$ cat src/sv/wtls_pkg.sv
package wtls_pkg;

  localparam int FRAC_BITS = 16;

  localparam int WORD_W   = 32;
  localparam int PROD_W   = 2 * WORD_W;
  localparam int SQ_IN_W  = WORD_W + FRAC_BITS;
  localparam int SQRT_W   = (SQ_IN_W + 1) / 2;
  localparam int SQ_PAD_W = 2 * SQRT_W;
  localparam int SQ_REM_W = SQRT_W + 2;
  localparam int BU_W     = PROD_W - FRAC_BITS;
  localparam int MAG_W    = BU_W + 2;
  localparam int P_W      = MAG_W + WORD_W;
  localparam int DQ_W     = WORD_W + 1;
  localparam int D_W      = DQ_W + 1;
  localparam int ITER_MAX = (SQRT_W > DQ_W) ? SQRT_W : DQ_W;
  localparam int CNT_W    = $clog2(ITER_MAX);

  localparam int CFG_ADDR_W = 3;

  typedef enum logic [CFG_ADDR_W-1:0] {
    REG_BASE_AREA   = 3'd0,
    REG_DRAIN_FLOW  = 3'd1,
    REG_INFLOW_GAIN = 3'd2,
    REG_PIPE_COEF   = 3'd3,
    REG_TIME_STEP   = 3'd4,
    REG_START_LEVEL = 3'd5
  } cfg_reg_e;

  localparam logic [WORD_W-1:0] BASE_AREA_RST   = 32'd65536;
  localparam logic [WORD_W-1:0] DRAIN_FLOW_RST  = 32'd0;
  localparam logic [WORD_W-1:0] INFLOW_GAIN_RST = 32'd65536;
  localparam logic [WORD_W-1:0] PIPE_COEF_RST   = 32'd65536;
  localparam logic [WORD_W-1:0] TIME_STEP_RST   = 32'd6554;
  localparam logic [WORD_W-1:0] START_LEVEL_RST = 32'd0;

  typedef enum logic [3:0] {
    ST_IDLE,
    ST_MUL_U,
    ST_SQRT,
    ST_MUL_A,
    ST_SUM,
    ST_DIFF,
    ST_MUL_LO,
    ST_MUL_HI,
    ST_DIV_INIT,
    ST_DIV_CHK,
    ST_DIV,
    ST_UPDATE
  } state_e;

endpackage

$ cat src/sv/water_tank_level_step_core.sv
// Steps with valid parameters: 24-bit square root, a shared 32x32 multiplier used four times,
//   and a divide with a 33-bit quotient; the divide is skipped when the change saturates,
//   and every step is skipped with invalid parameters.
// Input is taken only while the sequencer is idle; a finished result may wait in the output register.
// Reset (rst_ni low, asynchronous): level cleared, registers at their defaults.
module water_tank_level_step_core (
  input  logic                                  clk_i,
  input  logic                                  rst_ni,
  input  logic                                  cfg_valid_i,
  output logic                                  cfg_ready_o,
  input  logic [wtls_pkg::CFG_ADDR_W-1:0]       cfg_addr_i,
  input  logic [wtls_pkg::WORD_W-1:0]           cfg_data_i,
  input  logic                                  s_axis_tvalid,
  output logic                                  s_axis_tready,
  input  logic [31:0]                           s_axis_tdata,  // [31:0] inflow_control
  input  logic [0:0]                            s_axis_tuser,  // [0] restart
  output logic                                  m_axis_tvalid,
  input  logic                                  m_axis_tready,
  output logic [31:0]                           m_axis_tdata,  // [31:0] new_level
  output logic [0:0]                            m_axis_tuser   // [0] param_error
);

  localparam int W    = wtls_pkg::WORD_W;
  localparam int FB   = wtls_pkg::FRAC_BITS;
  localparam int SQW  = wtls_pkg::SQRT_W;
  localparam int SPW  = wtls_pkg::SQ_PAD_W;
  localparam int SRW  = wtls_pkg::SQ_REM_W;
  localparam int BUW  = wtls_pkg::BU_W;
  localparam int MW   = wtls_pkg::MAG_W;
  localparam int PW   = wtls_pkg::P_W;
  localparam int DQW  = wtls_pkg::DQ_W;
  localparam int DW   = wtls_pkg::D_W;
  localparam int CW   = wtls_pkg::CNT_W;
  localparam int PRW  = wtls_pkg::PROD_W;

  wtls_pkg::state_e state_q, state_d;

  logic [W-1:0] base_area_q, drain_flow_q, inflow_gain_q, pipe_coef_q;
  logic [W-1:0] time_step_q, start_level_q;

  logic [W-1:0]     level_q;
  logic [W-1:0]     umag_q;
  logic             uneg_q;
  logic             err_q;
  logic [SPW-1:0]   sq_v_q;
  logic [SRW-1:0]   sq_rem_q;
  logic [SQW-1:0]   sq_root_q;
  logic [CW-1:0]    cnt_q;
  logic [PRW-1:0]   prod_q;
  logic [BUW-1:0]   bu_q;
  logic [MW-1:0]    neg_q;
  logic [MW-1:0]    mag_q;
  logic             rneg_q;
  logic [PRW-1:0]   acc_q;
  logic [PW-1:0]    p_q;
  logic [W-1:0]     drem_q;
  logic [DQW-1:0]   quo_q;
  logic             sat_q;
  logic             out_valid_q;
  logic [W-1:0]     out_level_q;
  logic             out_err_q;

  logic             in_fire;
  logic             param_bad;
  logic [W-1:0]     lvl_in;
  logic [W-1:0]     umag_in;
  logic             mul_en;
  logic [W-1:0]     mul_a, mul_b;
  logic             out_free;
  logic             sqrt_last, div_last, div_sat;

  logic [SRW-1:0]   sq_rem_sh;
  logic [SRW-1:0]   sq_trial;
  logic             sq_take;

  logic [DQW-1:0]   drem_sh;
  logic             d_take;

  logic [BUW-1:0]   pos_val;
  logic [DW-1:0]    dval;
  logic [DW+1:0]    up_sum;
  logic [W-1:0]     up_level;

  assign cfg_ready_o = 1'b1;

  always_ff @(posedge clk_i or negedge rst_ni) begin
    if (!rst_ni) begin
      base_area_q   <= wtls_pkg::BASE_AREA_RST;
      drain_flow_q  <= wtls_pkg::DRAIN_FLOW_RST;
      inflow_gain_q <= wtls_pkg::INFLOW_GAIN_RST;
      pipe_coef_q   <= wtls_pkg::PIPE_COEF_RST;
      time_step_q   <= wtls_pkg::TIME_STEP_RST;
      start_level_q <= wtls_pkg::START_LEVEL_RST;
    end else if (cfg_valid_i) begin
      unique case (wtls_pkg::cfg_reg_e'(cfg_addr_i))
        wtls_pkg::REG_BASE_AREA:   base_area_q   <= cfg_data_i;
        wtls_pkg::REG_DRAIN_FLOW:  drain_flow_q  <= cfg_data_i;
        wtls_pkg::REG_INFLOW_GAIN: inflow_gain_q <= cfg_data_i;
        wtls_pkg::REG_PIPE_COEF:   pipe_coef_q   <= cfg_data_i;
        wtls_pkg::REG_TIME_STEP:   time_step_q   <= cfg_data_i;
        wtls_pkg::REG_START_LEVEL: start_level_q <= cfg_data_i;
        default: ;
      endcase
    end
  end

  assign in_fire   = s_axis_tvalid && s_axis_tready;
  assign param_bad = (base_area_q == '0) || (inflow_gain_q == '0) || (pipe_coef_q == '0);
  assign lvl_in    = s_axis_tuser[0] ? start_level_q : level_q;
  assign umag_in   = s_axis_tdata[31] ? (~s_axis_tdata + 32'd1) : s_axis_tdata;
  assign out_free  = !out_valid_q || m_axis_tready;
  assign sqrt_last = (cnt_q == CW'(SQW - 1));
  assign div_last  = (cnt_q == CW'(DQW - 1));
  assign div_sat   = (p_q[PW-1:DQW] >= (PW-DQW)'(base_area_q));

  always_comb begin
    state_d = state_q;
    unique case (state_q)
      wtls_pkg::ST_IDLE: begin
        if (in_fire) state_d = param_bad ? wtls_pkg::ST_UPDATE : wtls_pkg::ST_MUL_U;
      end
      wtls_pkg::ST_MUL_U:    state_d = wtls_pkg::ST_SQRT;
      wtls_pkg::ST_SQRT: begin
        if (sqrt_last) state_d = wtls_pkg::ST_MUL_A;
      end
      wtls_pkg::ST_MUL_A:    state_d = wtls_pkg::ST_SUM;
      wtls_pkg::ST_SUM:      state_d = wtls_pkg::ST_DIFF;
      wtls_pkg::ST_DIFF:     state_d = wtls_pkg::ST_MUL_LO;
      wtls_pkg::ST_MUL_LO:   state_d = wtls_pkg::ST_MUL_HI;
      wtls_pkg::ST_MUL_HI:   state_d = wtls_pkg::ST_DIV_INIT;
      wtls_pkg::ST_DIV_INIT: state_d = wtls_pkg::ST_DIV_CHK;
      wtls_pkg::ST_DIV_CHK:  state_d = div_sat ? wtls_pkg::ST_UPDATE : wtls_pkg::ST_DIV;
      wtls_pkg::ST_DIV: begin
        if (div_last) state_d = wtls_pkg::ST_UPDATE;
      end
      wtls_pkg::ST_UPDATE: begin
        if (out_free) state_d = wtls_pkg::ST_IDLE;
      end
      default: state_d = wtls_pkg::ST_IDLE;
    endcase
  end

  always_comb begin
    s_axis_tready = 1'b0;
    mul_en        = 1'b0;
    mul_a         = '0;
    mul_b         = '0;
    unique case (state_q)
      wtls_pkg::ST_IDLE: s_axis_tready = 1'b1;
      wtls_pkg::ST_MUL_U: begin
        mul_en = 1'b1;
        mul_a  = umag_q;
        mul_b  = inflow_gain_q;
      end
      wtls_pkg::ST_MUL_A: begin
        mul_en = 1'b1;
        mul_a  = W'(sq_root_q);
        mul_b  = pipe_coef_q;
      end
      wtls_pkg::ST_MUL_LO: begin
        mul_en = 1'b1;
        mul_a  = mag_q[W-1:0];
        mul_b  = time_step_q;
      end
      wtls_pkg::ST_MUL_HI: begin
        mul_en = 1'b1;
        mul_a  = W'(mag_q[MW-1:W]);
        mul_b  = time_step_q;
      end
      default: ;
    endcase
  end

  assign sq_rem_sh = {sq_rem_q[SRW-3:0], sq_v_q[SPW-1:SPW-2]};
  assign sq_trial  = {sq_root_q, 2'b01};
  assign sq_take   = (sq_rem_sh >= sq_trial);

  assign drem_sh = {drem_q, quo_q[DQW-1]};
  assign d_take  = (drem_sh >= DQW'(base_area_q));

  assign pos_val  = uneg_q ? '0 : bu_q;
  assign dval     = sat_q ? (DW'(1) << DQW) : DW'(quo_q);
  assign up_sum   = (DW+2)'(level_q) + (DW+2)'(dval);

  always_comb begin
    if (rneg_q) begin
      up_level = (dval >= DW'(level_q)) ? '0 : (level_q - dval[W-1:0]);
    end else begin
      up_level = (up_sum[DW+1:W] != '0) ? '1 : up_sum[W-1:0];
    end
  end

  always_ff @(posedge clk_i or negedge rst_ni) begin
    if (!rst_ni) begin
      state_q     <= wtls_pkg::ST_IDLE;
      level_q     <= '0;
      out_valid_q <= 1'b0;
      cnt_q       <= '0;
    end else begin
      state_q <= state_d;
      if (in_fire) level_q <= lvl_in;
      if (state_q == wtls_pkg::ST_UPDATE && out_free) begin
        if (!err_q) level_q <= up_level;
        out_valid_q <= 1'b1;
      end else if (m_axis_tready) begin
        out_valid_q <= 1'b0;
      end
      if (state_q == wtls_pkg::ST_SQRT || state_q == wtls_pkg::ST_DIV) begin
        cnt_q <= (sqrt_last && state_q == wtls_pkg::ST_SQRT) ? '0 : cnt_q + CW'(1);
      end else begin
        cnt_q <= '0;
      end
    end
  end

  always_ff @(posedge clk_i) begin
    if (in_fire) begin
      uneg_q    <= s_axis_tdata[31];
      umag_q    <= umag_in;
      err_q     <= param_bad;
      sq_v_q    <= SPW'({lvl_in, {FB{1'b0}}});
      sq_rem_q  <= '0;
      sq_root_q <= '0;
    end
    if (mul_en) prod_q <= PRW'(mul_a) * PRW'(mul_b);
    unique case (state_q)
      wtls_pkg::ST_SQRT: begin
        sq_v_q    <= {sq_v_q[SPW-3:0], 2'b00};
        sq_rem_q  <= sq_take ? (sq_rem_sh - sq_trial) : sq_rem_sh;
        sq_root_q <= {sq_root_q[SQW-2:0], sq_take};
      end
      wtls_pkg::ST_MUL_A: bu_q <= prod_q[PRW-1:FB];
      wtls_pkg::ST_SUM: begin
        neg_q <= MW'(uneg_q ? bu_q : '0) + MW'(prod_q[PRW-1:FB]) + MW'(drain_flow_q);
      end
      wtls_pkg::ST_DIFF: begin
        rneg_q <= (neg_q > MW'(pos_val));
        mag_q  <= (neg_q > MW'(pos_val)) ? (neg_q - MW'(pos_val)) : (MW'(pos_val) - neg_q);
      end
      wtls_pkg::ST_MUL_HI: acc_q <= prod_q;
      wtls_pkg::ST_DIV_INIT: p_q <= {prod_q[MW-1:0], {W{1'b0}}} + PW'(acc_q);
      wtls_pkg::ST_DIV_CHK: begin
        sat_q  <= div_sat;
        drem_q <= p_q[W+DQW-1:DQW];
        quo_q  <= p_q[DQW-1:0];
      end
      wtls_pkg::ST_DIV: begin
        drem_q <= d_take ? W'(drem_sh - DQW'(base_area_q)) : drem_sh[W-1:0];
        quo_q  <= {quo_q[DQW-2:0], d_take};
      end
      wtls_pkg::ST_UPDATE: begin
        if (out_free) begin
          out_level_q <= err_q ? level_q : up_level;
          out_err_q   <= err_q;
        end
      end
      default: ;
    endcase
  end

  assign m_axis_tvalid = out_valid_q;
  assign m_axis_tdata  = out_level_q;
  assign m_axis_tuser  = out_err_q;

endmodule

$ cat config.mk
export PLATFORM = sky130hd
export DESIGN_NAME = water_tank_level_step_core
export DESIGN_NICKNAME = d
export VERILOG_FILES = /design/src/sv/wtls_pkg.sv /design/src/sv/water_tank_level_step_core.sv
export SDC_FILE = /design/constraint.sdc
export NUM_CORES = 2
export LEC_CHECK = 0
export ABC_AREA = 1
export CAP_MARGIN = 0
export CELL_PAD_IN_SITES_DETAIL_PLACEMENT = 1
export CELL_PAD_IN_SITES_GLOBAL_PLACEMENT = 1
export CORE_AREA = 8 8 582 298
export CTS_CLUSTER_DIAMETER = 200
export DETAILED_ROUTE_END_ITERATION = 8
export DIE_AREA = 0 0 590 306
export DONT_BUFFER_PORTS = 1
export PLACE_DENSITY_LB_ADDON = 0.1
export SLEW_MARGIN = 40
export SYNTH_ARGS = -nofsm -noshare
export SYNTH_HDL_FRONTEND = slang
export SYNTH_SLANG_ARGS = --single-unit
$ cat constraint.sdc
create_clock -name clk_i -period 17.55 [get_ports clk_i]
set_input_delay 2.6325 -clock clk_i [delete_from_list [all_inputs] [get_ports clk_i]]
set_output_delay 2.6325 -clock clk_i [all_outputs]
set_load 0.01 [all_outputs]
Yosys cells after proc, flatten, opt, wreduce, memory -nomap -nowiden
Index checks and enable logic that the tools add are counted.
Word-level totals
  bits in registers: 807
  output and inout port bits: 36
Operators by class
  muxes and demuxes: 38
  add/sub/neg operators: 11
  reductions and logical operators: 27
  multipliers: 1
  eq/ne operators: 22
  magnitude comparators: 5
  bitwise gates (word level): 1
Operator list (count)
  2-to-1 mux 32 bit: 9
  2-to-1 mux 48 bit: 4
  case mux 32 bit (4 select lines): 1
  2-to-1 mux 24 bit: 5
  zero test 32 bit: 3
  case mux 32 bit (3 select lines): 1
  adder 82 x 64 -> 82 bit: 1
  case mux 33 bit (2 select lines): 1
  multiplier 32 x 32 -> 64 bit: 1
  case mux 32 bit (2 select lines): 1
  subtractor 32 bit: 2
  adder 49 x 32 -> 50 bit: 1
  > comparator 50 x 48 -> 1 bit: 1
  2-to-1 mux 50 bit: 1
  subtractor 48 x 50 -> 50 bit: 1
  subtractor 50 x 48 -> 50 bit: 1
  adder 48 x 48 -> 49 bit: 1
  >= comparator 49 x 32 -> 1 bit: 1
  case mux 4 bit (12 select lines): 1
  adder 32 x 34 -> 35 bit: 1
  >= comparator 34 x 32 -> 1 bit: 1
  2-to-1 mux 34 bit: 1
  >= comparator 33 x 32 -> 1 bit: 1
  adder 32 x 1 -> 32 bit (second input constant): 1
  other kinds (29): 63

Longest topological paths before layout
  depth after elaboration: 7
  depth in mapped cells: 40

Worst setup path after synthesis
Ideal clock, no wire load.
  kind: reg-to-reg
  start: reg state_q[2]
  end: reg prod_q[43], data pin
  arrival: 9.031 ns
  required time: 17.285 ns
  cell stages (with the launch flop): 31
  clock period less this slack: 9.296 ns
  setup slack: 8.254 ns
  buffers on the path: 2
  cell sequence: dfrtp_1 > inv_1 > nor2_1 > inv_2 > nor2_1 > clkbuf_1 > a22o_1 > nor2_1 > clkbuf_1 > nor2_1 > fa_1 > fa_1 > fa_1 > inv_1 > fa_1 > inv_1 > fa_1 > inv_1 > fa_1 > inv_1 > fa_1 > fa_1 > ha_1 > nand2_1 > o21ai_0 > o21bai_1 > a21oi_1 > o21ai_0 > nand2_1 > o21ai_0 > xor2_1
Between the ends
  longest elaborated chain between the ends: 4
RTL lines
  from (decl): line water_tank_level_step_core.sv:36  | wtls_pkg::state_e state_q, state_d;
  from (signal assigned): line water_tank_level_step_core.sv:195  | state_q <= wtls_pkg::ST_IDLE;
  from (signal assigned): line water_tank_level_step_core.sv:200  | state_q <= state_d;
  == test 4 x 3 -> 1 bit: line water_tank_level_step_core.sv:148  | unique case (state_q)
  OR reduction 2 bit (no source line)
  case mux 32 bit (3 select lines): line water_tank_level_step_core.sv:148
  multiplier 32 x 32 -> 64 bit (*): line water_tank_level_step_core.sv:225  | if (mul_en) prod_q <= PRW'(mul_a) * PRW'(mul_b);
  to (signal assigned): line water_tank_level_step_core.sv:225
  to (decl): line water_tank_level_step_core.sv:49  | logic [PRW-1:0] prod_q;
Every way passes the cells marked *; elsewhere a longest branch is shown, timed or not.
A chain may end at the register's enable or synchronous reset.

Worst setup path after layout
  start: reg state_q[1]
  end: reg prod_q[61], data pin
The elaborated chain is that of the path after synthesis.

==> impl_metrics.json <==
{
  "pwr-share-comb": 0.716,
  "synth.largest_area_cell": "fa_1",
  "post_cts_buffers": 0,
  "setup_violations": 0,
  "synth.top_cell.area_share": 0.2112,
  "syn_area_sq_um": 88630,
  "clk_pin_slew_ns": 0.07,
  "gr-usage-met3": 0.2675,
  "netlist_instances": 11128,
  "period_share": 0.6222,
  "tritoncts": "done",
  "start_kind": "flip-flop",
  "crit_path_top_delay_cell": "o21ai_1",
  "place_area_sq_um": 90970,
  "hp-start": "acc_q[5]",
  "ff2ff_setup_slack_ns": 6.63,
  "cts_sinks": 807,
  "core_sq_um": 165400,
  "cts_resized": 0,
  "cp_common_cell": "fa_1",
  "end_kind": "flip-flop",
  "max_slew_margin": 0.06835,
  "drt_iter0_drc": 11418,
  "die_y_um": 306,
  "root_buffer": "clkbuf_16",
  "p_clk_frac": 0.107,
  "grt_most_used_layer": "met1",
  "vias": 83482,
  "p_leak_nw": 46.51,
  "power.total_mw": 20.39,
  "ys_seq_elements": 807,
  "drv_slew": 0,
  "fillerInstances": 20272,
  "async_reset_ff_frac": 0.2912,
  "ys_seq_area_frac": 0.2603,
  "io_pins": 109,
  "use_met2": 0.5709,
  "netSwitchingFraction": 0.5829,
  "grt_start_max_net_pins": 236,
  "syn_nets": 12779,
  "criticalPathCategory": "reg2reg",
  "cts-htree-levels": 3,
  "synth.distinct_cells": 61,
  "grt_pass1_wl_um": 595100,
  "wirelength_um": 415500,
  "min_to": "p_q[5]",
  "hold_depth": 0,
  "worstReg2RegEnd": "prod_q[61]",
  "max_freq_mhz": 91.58,
  "worstSkewPairLatency_ns": 0.73,
  "track_usage": 0.4500,
  "numPortBuffers": 0,
  "met1_usage": 0.6328,
  "cts_made_buffers": 83,
  "critPathMaxFanout": 31,
  "min_period_ns": 10.92,
  "std_cell_rows": 106,
  "cts_buffer_depth": 3,
  "switchingPower_mw": 11.89,
  "power_frac_seq": 0.178,
  "hold_violations": 0,
  "grt_setup_unrepaired": "no",
  "dr.pass1.iters": 9,
  "die-width_um": 590,
  "hold_path.class": "reg2reg",
  "dp_hpwl_um": 339500,
  "tightest_slew_ns": 1.397,
  "crit_path_max_incr_delay_ns": 0.79,
  "synth_area_leaders": "fa_1, edfxtp_1, nand2_1",
  "regArea_sq_um": 23070,
  "die_area_sq_um": 180500,
  "p_int_mw": 8.506,
  "synth-warning-count": 0,
  "finalSetupTns_ns": 0,
  "yosys.cell_count.top_type": "nand2_1",
  "worstReg2RegStart": "state_q[1]",
  "power.density_nw_per_um2": 216.3,
  "cp.arrival_ns": 11.32,
  "antenna_found_initial": 52,
  "drc": 0,
  "cts_hold_buf": 0,
  "synth_edf_count": 572,
  "fin_skew_ns": 0.08064,
  "fin_area_sq_um": 94280,
  "status": "completed",
  "start_util": 0.5359,
  "multiInputGateArea_sq_um": 55990,
  "synth.avg_cell_area_sq_um": 7.964,
  "grt_overflow": 0,
  "synth_ff_type": "edfxtp_1",
  "cp.required_ns": 17.95,
  "viasPerCell": 6.279,
  "synth_commonest_cells": "nand2_1, inv_1, nor2_1",
  "wl_per_cell_um": 31.25,
  "routabilityCongestion": 1.140,
  "drive_gt1_frac": 0.03864,
  "grt_pass1_vias": 85808,
  "final_nets": 12632,
  "cap_violations": 0,
  "area_growth_syn_to_layout_pct": 6.378,
  "peakVddDrop_v": 0.0001913,
  "reg2regPathDepth": 33,
  "antenna_left": 0
}
-- power by group through the flow --
| stage | registers (mW) | clock network (mW) | logic (mW) |
|---|---|---|---|
| after floorplan | 3.31 | 0 | 8.34 |
| after global placement | 3.57 | 0 | 13.0 |
| after detailed placement | 3.60 | 0 | 13.7 |
| after CTS | 3.57 | 2.15 | 13.8 |
| after global routing | 3.63 | 2.22 | 15.3 |
| final | 3.63 | 2.17 | 14.6 |
-- worst max path at each step --
stage	from	to	slack (ns)
floorplan	state_q[2]	prod_q[43]	8.25
global placement	state_q[1]	prod_q[54]	6.96
detailed placement	state_q[2]	prod_q[63]	7.07
CTS	state_q[2]	prod_q[63]	6.94
global route	state_q[1]	prod_q[49]	6.56
finish	state_q[1]	prod_q[61]	6.63
-- cells by family (layout without fill, tap and decap cells) --
kind of cell	after synthesis	count (layout)	share of synthesized area
flops	807	807	0.2603
xor+xnor	348	348	0.03439
compound gates	1575	1575	0.09819
other cells	1	33	0.00004231
simple gates	4277	4277	0.1944
fa+ha+maj	1578	1578	0.3020
buf+inv	2542	2464	0.1107
-- sequential cells by signal, indices dropped and copies added, names as in the netlist, 32 cells and up --
name,count
level_q,32
quo_q,33
base_area_q,32
drain_flow_q,32
umag_q,32
pipe_coef_q,32
m_axis_tdata,32
neg_q,50
drem_q,32
bu_q,48
mag_q,50
start_level_q,32
sq_v_q,32
inflow_gain_q,32
acc_q,64
prod_q,64
p_q,82
time_step_q,32
-- layer usage --
metal,vias to the layer above,share of wire
met2,6008,0.36
met1,42013,0.41
li1,34444,-
met4,46,0.034
met5,-,0.0014
met3,971,0.19
-- cell type report --
class | count | share of cell area
Antenna cell | 32 | 0.0008494
Inverter | 2182 | 0.08689
Sequential cell | 807 | 0.2447
Tap cell | 2214 | 0.02938
Clock buffer | 100 | 0.02385
Clock inverter | 54 | 0.009741
Timing Repair Buffer | 128 | 0.01070
Multi-Input combinational cell | 7779 | 0.5939
-- placed cells by master, fill, tap and decap left out, types with 24 or more instances in the layout --
| cell | instances |
|---|---|
| nand2_1 | 2567 |
| inv_1 | 2130 |
| nor2_1 | 1051 |
| fa_1 | 935 |
| o21ai_0 | 662 |
| ha_1 | 643 |
| a21oi_1 | 578 |
| edfxtp_1 | 572 |
| nand3_1 | 307 |
| xor2_1 | 247 |
| dfrtp_1 | 225 |
| buf_4 | 121 |
| nand4_1 | 100 |
| xnor2_1 | 97 |
| clkbuf_16 | 86 |
| nor3_1 | 78 |
| o21bai_1 | 61 |
| a31oi_1 | 51 |
| nor4_1 | 48 |
| inv_2 | 44 |
| a21o_1 | 42 |
| nand3b_1 | 42 |
| diode_2 | 32 |
| a22o_1 | 32 |
| o21ai_1 | 29 |
| nor2_2 | 27 |
| o21a_1 | 27 |
| o211ai_1 | 24 |
-- through the flow --
stage	cells	utilization	setup WS, ns	hold WS, ns
CTS	13261	0.5692	6.941	0.4336
floorplan	11128	-	8.254	0.4003
detailed placement	13107	0.5501	7.067	0.4052
global placement	13107	0.5495	6.962	0.4068
finish	13296	0.5701	6.631	0.4278
global route	13279	0.5698	6.556	0.4500
-- critical path, delay by kind of cell (launching register included) --
kind,cells,cell delay [ns]
flops,1,0.75
fa+ha+maj,9,4.35
simple gates,13,2.45
buf+inv,9,2.00
compound gates,2,1.00
Power figures use the tool's default switching activity.
